### src/rtl/efr_pkg.sv
package efr_pkg;

  localparam int unsigned BufDepth = 256;
  localparam int unsigned AddrW    = $clog2(BufDepth);
  localparam int unsigned CntW     = $clog2(BufDepth + 1);
  localparam int unsigned HdrBytes = 4;

  typedef enum logic [1:0] {
    PH_HUNT   = 2'd0,
    PH_LEN_HI = 2'd1,
    PH_LEN_LO = 2'd2,
    PH_DATA   = 2'd3
  } phase_e;

  typedef enum logic [1:0] {
    KIND_DONE = 2'd0,
    KIND_READ = 2'd1,
    KIND_BAD  = 2'd2
  } kind_e;

  typedef enum logic {
    CMD_RX   = 1'b0,
    CMD_READ = 1'b1
  } cmd_e;

  typedef enum logic [1:0] {
    REG_ESCAPE  = 2'd0,
    REG_HEAD    = 2'd1,
    REG_LITERAL = 2'd2
  } reg_idx_e;

  // Result as it leaves the staging slot, before the buffer data is merged in
  typedef struct packed {
    kind_e       kind;
    logic [15:0] frame_cmd;
    logic [15:0] inner_len;
    logic [15:0] total_len;
    logic        oob;
  } stage_t;

  typedef struct packed {
    kind_e       kind;
    logic [15:0] frame_cmd;
    logic [15:0] inner_len;
    logic [15:0] total_len;
    logic [7:0]  read_data;
  } result_t;

endpackage

### src/rtl/escaped_frame_receiver.sv
// Byte-stuffed frame receiver. One item is accepted per cycle, back to back,
// while in_stall_o is low: a received byte updates the small framing state and
// makes at most one write into the frame buffer, and a read request makes one
// read of it. The frame buffer is a single memory with one registered read
// port, so an item's result is held first in a staging slot while the buffer
// read completes, then in a two-entry output buffer. Input stall rises only
// when the staging slot and both output entries are all occupied. Frame header
// bytes are shadowed in flops so a completed frame reports without extra
// buffer reads. Configuration registers are written through cfg_we_i/cfg_idx_i.
module escaped_frame_receiver (
  input  logic                 clk_i,
  input  logic                 rst_ni,
  input  logic                 cfg_we_i,
  input  logic [1:0]           cfg_idx_i,
  input  logic [7:0]           cfg_wdata_i,
  input  logic                 in_valid_i,
  output logic                 in_stall_o,
  input  logic                 cmd_i,
  input  logic [7:0]           rx_byte_i,
  input  logic [7:0]           read_index_i,
  output logic                 out_valid_o,
  input  logic                 out_stall_i,
  output logic [1:0]           result_kind_o,
  output logic [15:0]          frame_cmd_o,
  output logic [15:0]          frame_data_len_o,
  output logic [15:0]          frame_total_len_o,
  output logic [7:0]           read_data_o
);
  import efr_pkg::*;

  // configuration
  logic [7:0] esc_byte_q, head_byte_q, lit_byte_q;

  // framing state
  phase_e          phase_q, phase_d;
  logic            esc_q, esc_d;
  logic [7:0]      len_hi_q, len_hi_d;
  logic [15:0]     exp_len_q, exp_len_d;
  logic [CntW-1:0] cnt_q, cnt_d;
  logic [7:0]      hdr_q [HdrBytes];
  logic [7:0]      hdr_d [HdrBytes];

  // frame buffer
  logic [7:0]       mem [BufDepth];
  logic [7:0]       rdata_q;
  logic             mem_we, mem_re;
  logic [AddrW-1:0] mem_waddr, mem_raddr;
  logic [7:0]       mem_wdata;

  // staging slot and output buffer
  logic    s1_valid_q, s1_valid_d;
  stage_t  s1_q, s1_d;
  logic    out_valid_q, skid_valid_q;
  result_t out_q, skid_q, s1_res;
  logic    push, pop, accept;

  logic            res_valid;
  stage_t          res;
  logic [7:0]      b_eff;
  logic            data_ok;
  logic [15:0]     len_new;
  logic [CntW-1:0] cnt_inc;
  logic [8:0]      rd_idx;

  assign accept = in_valid_i && !in_stall_o;
  assign push   = s1_valid_q && !skid_valid_q;
  assign pop    = out_valid_q && !out_stall_i;

  assign in_stall_o = s1_valid_q && skid_valid_q;

  assign rd_idx    = {1'b0, read_index_i} + 9'(HdrBytes);
  assign mem_raddr = rd_idx[AddrW-1:0];
  assign mem_re    = accept && (cmd_i == CMD_READ);

  always_ff @(posedge clk_i or negedge rst_ni) begin
    if (!rst_ni) begin
      esc_byte_q  <= 8'd165;
      head_byte_q <= 8'd90;
      lit_byte_q  <= 8'd0;
    end else if (cfg_we_i) begin
      case (cfg_idx_i)
        REG_ESCAPE:  esc_byte_q  <= cfg_wdata_i;
        REG_HEAD:    head_byte_q <= cfg_wdata_i;
        REG_LITERAL: lit_byte_q  <= cfg_wdata_i;
        default: ;
      endcase
    end
  end

  // Framing next state and buffer write
  always_comb begin
    phase_d   = phase_q;
    esc_d     = esc_q;
    len_hi_d  = len_hi_q;
    exp_len_d = exp_len_q;
    cnt_d     = cnt_q;
    hdr_d     = hdr_q;
    mem_we    = 1'b0;
    mem_waddr = cnt_q[AddrW-1:0];
    mem_wdata = 8'd0;
    res_valid = 1'b0;
    res       = '0;
    b_eff     = rx_byte_i;
    data_ok   = 1'b0;
    len_new   = {len_hi_q, rx_byte_i};
    cnt_inc   = cnt_q + CntW'(1);

    if (accept && (cmd_i == CMD_READ)) begin
      res_valid = 1'b1;
      res.kind  = KIND_READ;
      res.oob   = ({8'd0, rd_idx} >= 17'(BufDepth));
    end else if (accept) begin
      if (phase_q == PH_HUNT) begin
        if (esc_q) begin
          esc_d = 1'b0;
          if (rx_byte_i == head_byte_q) phase_d = PH_LEN_HI;
        end else begin
          esc_d = (rx_byte_i == esc_byte_q);
        end
      end else if (esc_q) begin
        esc_d = 1'b0;
        if (rx_byte_i == lit_byte_q) begin
          b_eff   = esc_byte_q;
          data_ok = 1'b1;
        end else begin
          phase_d = (rx_byte_i == head_byte_q) ? PH_LEN_HI : PH_HUNT;
        end
      end else if (rx_byte_i == esc_byte_q) begin
        esc_d = 1'b1;
      end else begin
        data_ok = 1'b1;
      end

      if (data_ok) begin
        len_new = {len_hi_q, b_eff};
        case (phase_q)
          PH_LEN_HI: begin
            len_hi_d = b_eff;
            phase_d  = PH_LEN_LO;
          end
          PH_LEN_LO: begin
            esc_d     = 1'b0;
            exp_len_d = len_new;
            cnt_d     = '0;
            if (len_new < 16'(HdrBytes) || {1'b0, len_new} > 17'(BufDepth)) begin
              phase_d       = PH_HUNT;
              res_valid     = 1'b1;
              res.kind      = KIND_BAD;
              res.total_len = len_new;
            end else begin
              phase_d = PH_DATA;
            end
          end
          PH_DATA: begin
            mem_we    = 1'b1;
            mem_wdata = b_eff;
            if (cnt_q < CntW'(HdrBytes)) hdr_d[cnt_q[1:0]] = b_eff;
            cnt_d = cnt_inc;
            if ({{(16 - CntW){1'b0}}, cnt_inc} == exp_len_q) begin
              phase_d       = PH_HUNT;
              esc_d         = 1'b0;
              res_valid     = 1'b1;
              res.kind      = KIND_DONE;
              res.frame_cmd = {hdr_d[0], hdr_d[1]};
              res.inner_len = {hdr_d[2], hdr_d[3]};
              res.total_len = exp_len_q;
            end
          end
          default: ;
        endcase
      end
    end
  end

  always_ff @(posedge clk_i or negedge rst_ni) begin
    if (!rst_ni) begin
      phase_q   <= PH_HUNT;
      esc_q     <= 1'b0;
      len_hi_q  <= 8'd0;
      exp_len_q <= 16'd0;
      cnt_q     <= '0;
    end else begin
      phase_q   <= phase_d;
      esc_q     <= esc_d;
      len_hi_q  <= len_hi_d;
      exp_len_q <= exp_len_d;
      cnt_q     <= cnt_d;
    end
  end

  always_ff @(posedge clk_i) begin
    hdr_q <= hdr_d;
  end

  always_ff @(posedge clk_i) begin
    if (mem_we) mem[mem_waddr] <= mem_wdata;
  end

  always_ff @(posedge clk_i) begin
    if (mem_re) rdata_q <= mem[mem_raddr];
  end

  // Staging slot: holds one result until the output buffer has room
  always_comb begin
    s1_valid_d = s1_valid_q;
    s1_d       = s1_q;
    if (push) s1_valid_d = 1'b0;
    if (accept) begin
      s1_valid_d = res_valid;
      s1_d       = res;
    end
  end

  always_ff @(posedge clk_i or negedge rst_ni) begin
    if (!rst_ni) s1_valid_q <= 1'b0;
    else         s1_valid_q <= s1_valid_d;
  end

  always_ff @(posedge clk_i) begin
    s1_q <= s1_d;
  end

  always_comb begin
    s1_res.kind      = s1_q.kind;
    s1_res.frame_cmd = s1_q.frame_cmd;
    s1_res.inner_len = s1_q.inner_len;
    s1_res.total_len = s1_q.total_len;
    s1_res.read_data = (s1_q.kind == KIND_READ && !s1_q.oob) ? rdata_q : 8'd0;
  end

  // Two-entry output buffer
  always_ff @(posedge clk_i or negedge rst_ni) begin
    if (!rst_ni) begin
      out_valid_q  <= 1'b0;
      skid_valid_q <= 1'b0;
    end else begin
      if (pop) begin
        out_valid_q  <= skid_valid_q || push;
        skid_valid_q <= skid_valid_q && push;
      end else if (push) begin
        out_valid_q  <= 1'b1;
        skid_valid_q <= out_valid_q;
      end
    end
  end

  always_ff @(posedge clk_i) begin
    if (pop) begin
      if (skid_valid_q) begin
        out_q  <= skid_q;
        skid_q <= s1_res;
      end else begin
        out_q <= s1_res;
      end
    end else if (push) begin
      if (out_valid_q) skid_q <= s1_res;
      else             out_q  <= s1_res;
    end
  end

  assign out_valid_o       = out_valid_q;
  assign result_kind_o     = out_q.kind;
  assign frame_cmd_o       = out_q.frame_cmd;
  assign frame_data_len_o  = out_q.inner_len;
  assign frame_total_len_o = out_q.total_len;
  assign read_data_o       = out_q.read_data;

  a_skid_implies_out: assert property (@(posedge clk_i) disable iff (!rst_ni)
    skid_valid_q |-> out_valid_q)
    else $error("skid entry held without an output entry");

  a_data_count: assert property (@(posedge clk_i) disable iff (!rst_ni)
    (phase_q == PH_DATA) |-> ({{(16 - CntW){1'b0}}, cnt_q} < exp_len_q))
    else $error("stored count reached frame length without completion");

  a_data_len_range: assert property (@(posedge clk_i) disable iff (!rst_ni)
    (phase_q == PH_DATA) |->
      (exp_len_q >= 16'(HdrBytes) && {1'b0, exp_len_q} <= 17'(BufDepth)))
    else $error("data phase entered with an out-of-range length");

  a_read_staged: assert property (@(posedge clk_i) disable iff (!rst_ni)
    (accept && cmd_i == CMD_READ) |=> (s1_valid_q && s1_q.kind == KIND_READ))
    else $error("read item did not reach the staging slot");

  a_no_drop: assert property (@(posedge clk_i) disable iff (!rst_ni)
    (s1_valid_q && !push) |-> in_stall_o)
    else $error("input taken while a staged result was blocked");

endmodule

### config.mk
export PLATFORM = sky130hd
export DESIGN_NAME = escaped_frame_receiver
export DESIGN_NICKNAME = d
export VERILOG_FILES = /design/src/rtl/efr_pkg.sv /design/src/rtl/escaped_frame_receiver.sv
export SDC_FILE = /design/constraint.sdc
export NUM_CORES = 2
export LEC_CHECK = 0
export BUFFER_PORTS_ARGS = -buffer_cell sky130_fd_sc_hd__buf_4
export CORE_ASPECT_RATIO = 0.8
export CORE_UTILIZATION = 29
export CTS_CLUSTER_DIAMETER = 100
export CTS_CLUSTER_SIZE = 16
export DETAILED_ROUTE_END_ITERATION = 10
export PLACE_DENSITY = 0.54
export SYNTH_ARGS = -nofsm -noshare
export SYNTH_HDL_FRONTEND = slang
export SYNTH_SLANG_ARGS = --single-unit
### constraint.sdc
create_clock -name clk_i -period 11.1 [get_ports clk_i]
set_clock_uncertainty 0.1 [all_clocks]
set_input_delay 0 -clock clk_i [delete_from_list [all_inputs] [get_ports clk_i]]
set_output_delay 0 -clock clk_i [all_outputs]
set_load 0.05 [all_outputs]
==> metrics.cfg <==
[run_status]
status=finished with violations
violations=DRC

[clocking]
ctsHtreeMaxLevel=4
root_buffer=clkbuf_16
cts_tree=built
cts_setup_buffers=0
clkLatencyLatePin_ns=0.82
cts.sinks=2318
cts_buffers=170
clkTransAtPathRegs_ns=0.08
clk_path_buf_depth=4

[synthesis]
syn-instance-count=4420
ys_types=67
synth_nets=4457
synth_area_um2=90500
synth_edf_count=2255
ys_warn_count=0
async_flop_share=0.0272
ys_ff_latch=2318
synth_flop_cell=edfxtp_1
ys_seq_area_frac=0.765
avgSynthCellArea_um2=20.5

[setup_path]
critPathKind=flop to flop
cp.arrival_ns=5.88
r2r_cells=10
cp_max_fo=53
rr_endpoint=mem[213][2]
required_ns=11.44
cp-start-kind=flop
cp-end-kind=flop
rrSetupSlack_ns=5.57
reg2reg_from=skid_valid_q

[routing]
ant_nets=0
drc=30
post_drt_wl_per_cell_um=27.3
num_vias=44257
drt-total-wl_um=239000
viasPerCell=5.05
first_pass_iters=11
drt_iter0_drc=5463

[floorplanning]
dieArea_um2=314000
die_h_um=502
ios=92
initial_core_util=0.291
coreArea_um2=311000
row_count=183
die_width_um=627

[sta]
finalSetupViolCount=0
worstMarginPinSlew_ns=1.38
fin_ws_ns=5.57
slew_viol_final=0
hold_viol_final=0
fmaxAchievable_mhz=181
rsz0062_at_grt=no
min_period_ns=5.53
slew_headroom=0.0796
finalSetupTns_ns=0
min_period_over_period=0.498

[layout]
drive_gt1_frac=0.227
area_growth_syn_to_layout_pct=11.7
final_area_um2=101000
nets=4602
utilization=0.325

[hold_path]
hold_depth=7
min_path_type=input port to flop
min_from=read_index_i[4]
holdPathEnd=rdata_q[0]

[pwr]
p_leak_nw=31.1
power.density_nw_per_um2=182
irDropWorstVdd_v=0.000119
finalPower_w=0.0184

[global_route]
grt_max_degree=186
track_usage=0.150
grt_overflow_total=0
antenna_found_initial=8
grt_use_met3=0.0357
grt_pass1_wl_um=342000
busiest_layer=met1
grt_util_met2=0.215
grt_util_met1=0.231
grt_pass1_vias=43804

[place]
dp_hpwl_um=141000
place_ws_ns=5.53
port_buffers=91
dpl-instance-area_um2=96200
gp_congestion=0.840

[flow_run]
max_cap_viol_count=0

-- registers in the layout (all words and copies together), names as in the netlist, 9 cells and up --
name               flops
mem                 2048
skid_q                58
s1_q                  51
hdr_q                 32
exp_len_q             16
frame_cmd_o           16
frame_data_len_o      16
frame_total_len_o     16
cnt_q                  9
-- worst max-delay path: stages (launching register included) --
cell	delay, ns
dfrtp_1	0.47
a21oi_4	0.18
buf_4	0.57
nand2b_1	0.29
nor3_1	0.33
nand3_1	0.12
buf_4	0.26
clkinv_2	0.06
buf_4	0.74
nand3_1	1.04
nor2_1	0.95
-- layout make-up --
type,instances,area [um2]
Sequential cell,2318,69300
Clock buffer,193,4380
Timing Repair Buffer,227,2000
Fill cell,29275,210000
Inverter,28,106
Tap cell,4162,5210
Antenna cell,4,10.0
Multi-Input combinational cell,1820,20100
Clock inverter,6,55.1
-- repair_timing --
action                    in CTS  in global routing
hold buffers                  47                  0
hold endpoints to repair     272                  0
gates resized for setup        0                  0
-- report_power, final --
group | internal [W] | total, W | switching [W]
sequential | 0.0102 | 0.0103 | 0.000180
combinational | 0.000673 | 0.00245 | 0.00178
clock | 0.00278 | 0.00564 | 0.00286
-- worst max-delay path by stage --
stage                      start          end  slack, ns  cells after the start
global route        skid_valid_q  mem[215][2]       5.22                     10
detailed placement  skid_valid_q  mem[215][0]       5.53                     10
floorplan           skid_valid_q    mem[0][5]      -0.51                      6
CTS                 skid_valid_q  mem[215][3]       5.53                     10
finish              skid_valid_q  mem[213][2]       5.57                     10
global placement    skid_valid_q  mem[241][7]       5.43                     10
-- cell usage after synthesis (all sizes together) (9+ instances only) --
cell type | instances | area [um2]
and2 | 28 | 175
clkbuf | 123 | 463
or3 | 9 | 56.3
a31oi | 12 | 75.1
o21ai | 49 | 245
a2111oi | 24 | 211
nand2 | 257 | 965
nor2 | 329 | 1230
nand3 | 81 | 410
xor2 | 24 | 218
a21oi | 61 | 305
nor4 | 25 | 201
dfrtp | 55 | 1380
mux2i | 25 | 250
mux2 | 50 | 563
nor2b | 42 | 268
mux4 | 572 | 12900
nand4 | 22 | 138
xnor2 | 17 | 156
a22oi | 80 | 601
buf | 131 | 810
edfxtp | 2255 | 67700
nor3 | 21 | 105
and3 | 14 | 87.6
inv | 27 | 101
-- kinds of logic (layout without fill, tap and decap cells) --
| group | count (synthesis) | in the layout | synth area share |
|---|---|---|---|
| AND/OR/NAND/NOR | 852 | 852 | 0.0423 |
| adder cells (fa/ha/maj) | 5 | 5 | 0.000691 |
| buffers and inverters | 282 | 454 | 0.0152 |
| AO/OA/AOI/OAI | 275 | 275 | 0.0210 |
| flip-flops | 2318 | 2318 | 0.765 |
| other | 0 | 4 | 0 |
| XOR/XNOR | 41 | 41 | 0.00413 |
| multiplexers | 647 | 647 | 0.151 |
-- layout by cell type (no fill, tap or decap), types with 9 or more instances in the layout --
| cell | synthesis | final |
|---|---|---|
| inv_1 | 26 | 25 |
| nand4_1 | 22 | 22 |
| o21ai_0 | 49 | 48 |
| dfrtp_1 | 55 | 55 |
| clkbuf_16 | 0 | 172 |
| nand3_1 | 80 | 75 |
| clkbuf_1 | 122 | 21 |
| a31oi_1 | 12 | 12 |
| buf_4 | 39 | 166 |
| nor3_1 | 21 | 21 |
| mux2i_1 | 25 | 25 |
| or3_1 | 9 | 9 |
| xor2_1 | 23 | 22 |
| buf_12 | 0 | 12 |
| mux2_2 | 50 | 50 |
| xnor2_1 | 16 | 15 |
| and3_1 | 14 | 14 |
| a21oi_1 | 61 | 60 |
| nor2_1 | 329 | 319 |
| a2111oi_0 | 23 | 22 |
| a22oi_1 | 80 | 80 |
| nor4_1 | 22 | 22 |
| dlygate4sd3_1 | 0 | 46 |
| mux4_2 | 572 | 572 |
| nand2_1 | 257 | 252 |
| edfxtp_1 | 2255 | 2255 |
| nor2b_1 | 40 | 37 |
| and2_1 | 28 | 26 |
-- metrics by stage --
step                      cells  hold slack (ns)
after floorplan            4420           -0.396
after global placement     8508           0.0535
after detailed placement   8508           0.0649
after CTS                  8754            0.120
after global routing       8756            0.244
final                      8758            0.201
-- metal layers --
metal  wire length (um)  part of all wire
met3              21500             0.090
met5                299            0.0013
met2             103000              0.43
met4               4130             0.017
met1             110000              0.46
No activity file was read; power rests on OpenSTA's default activity.
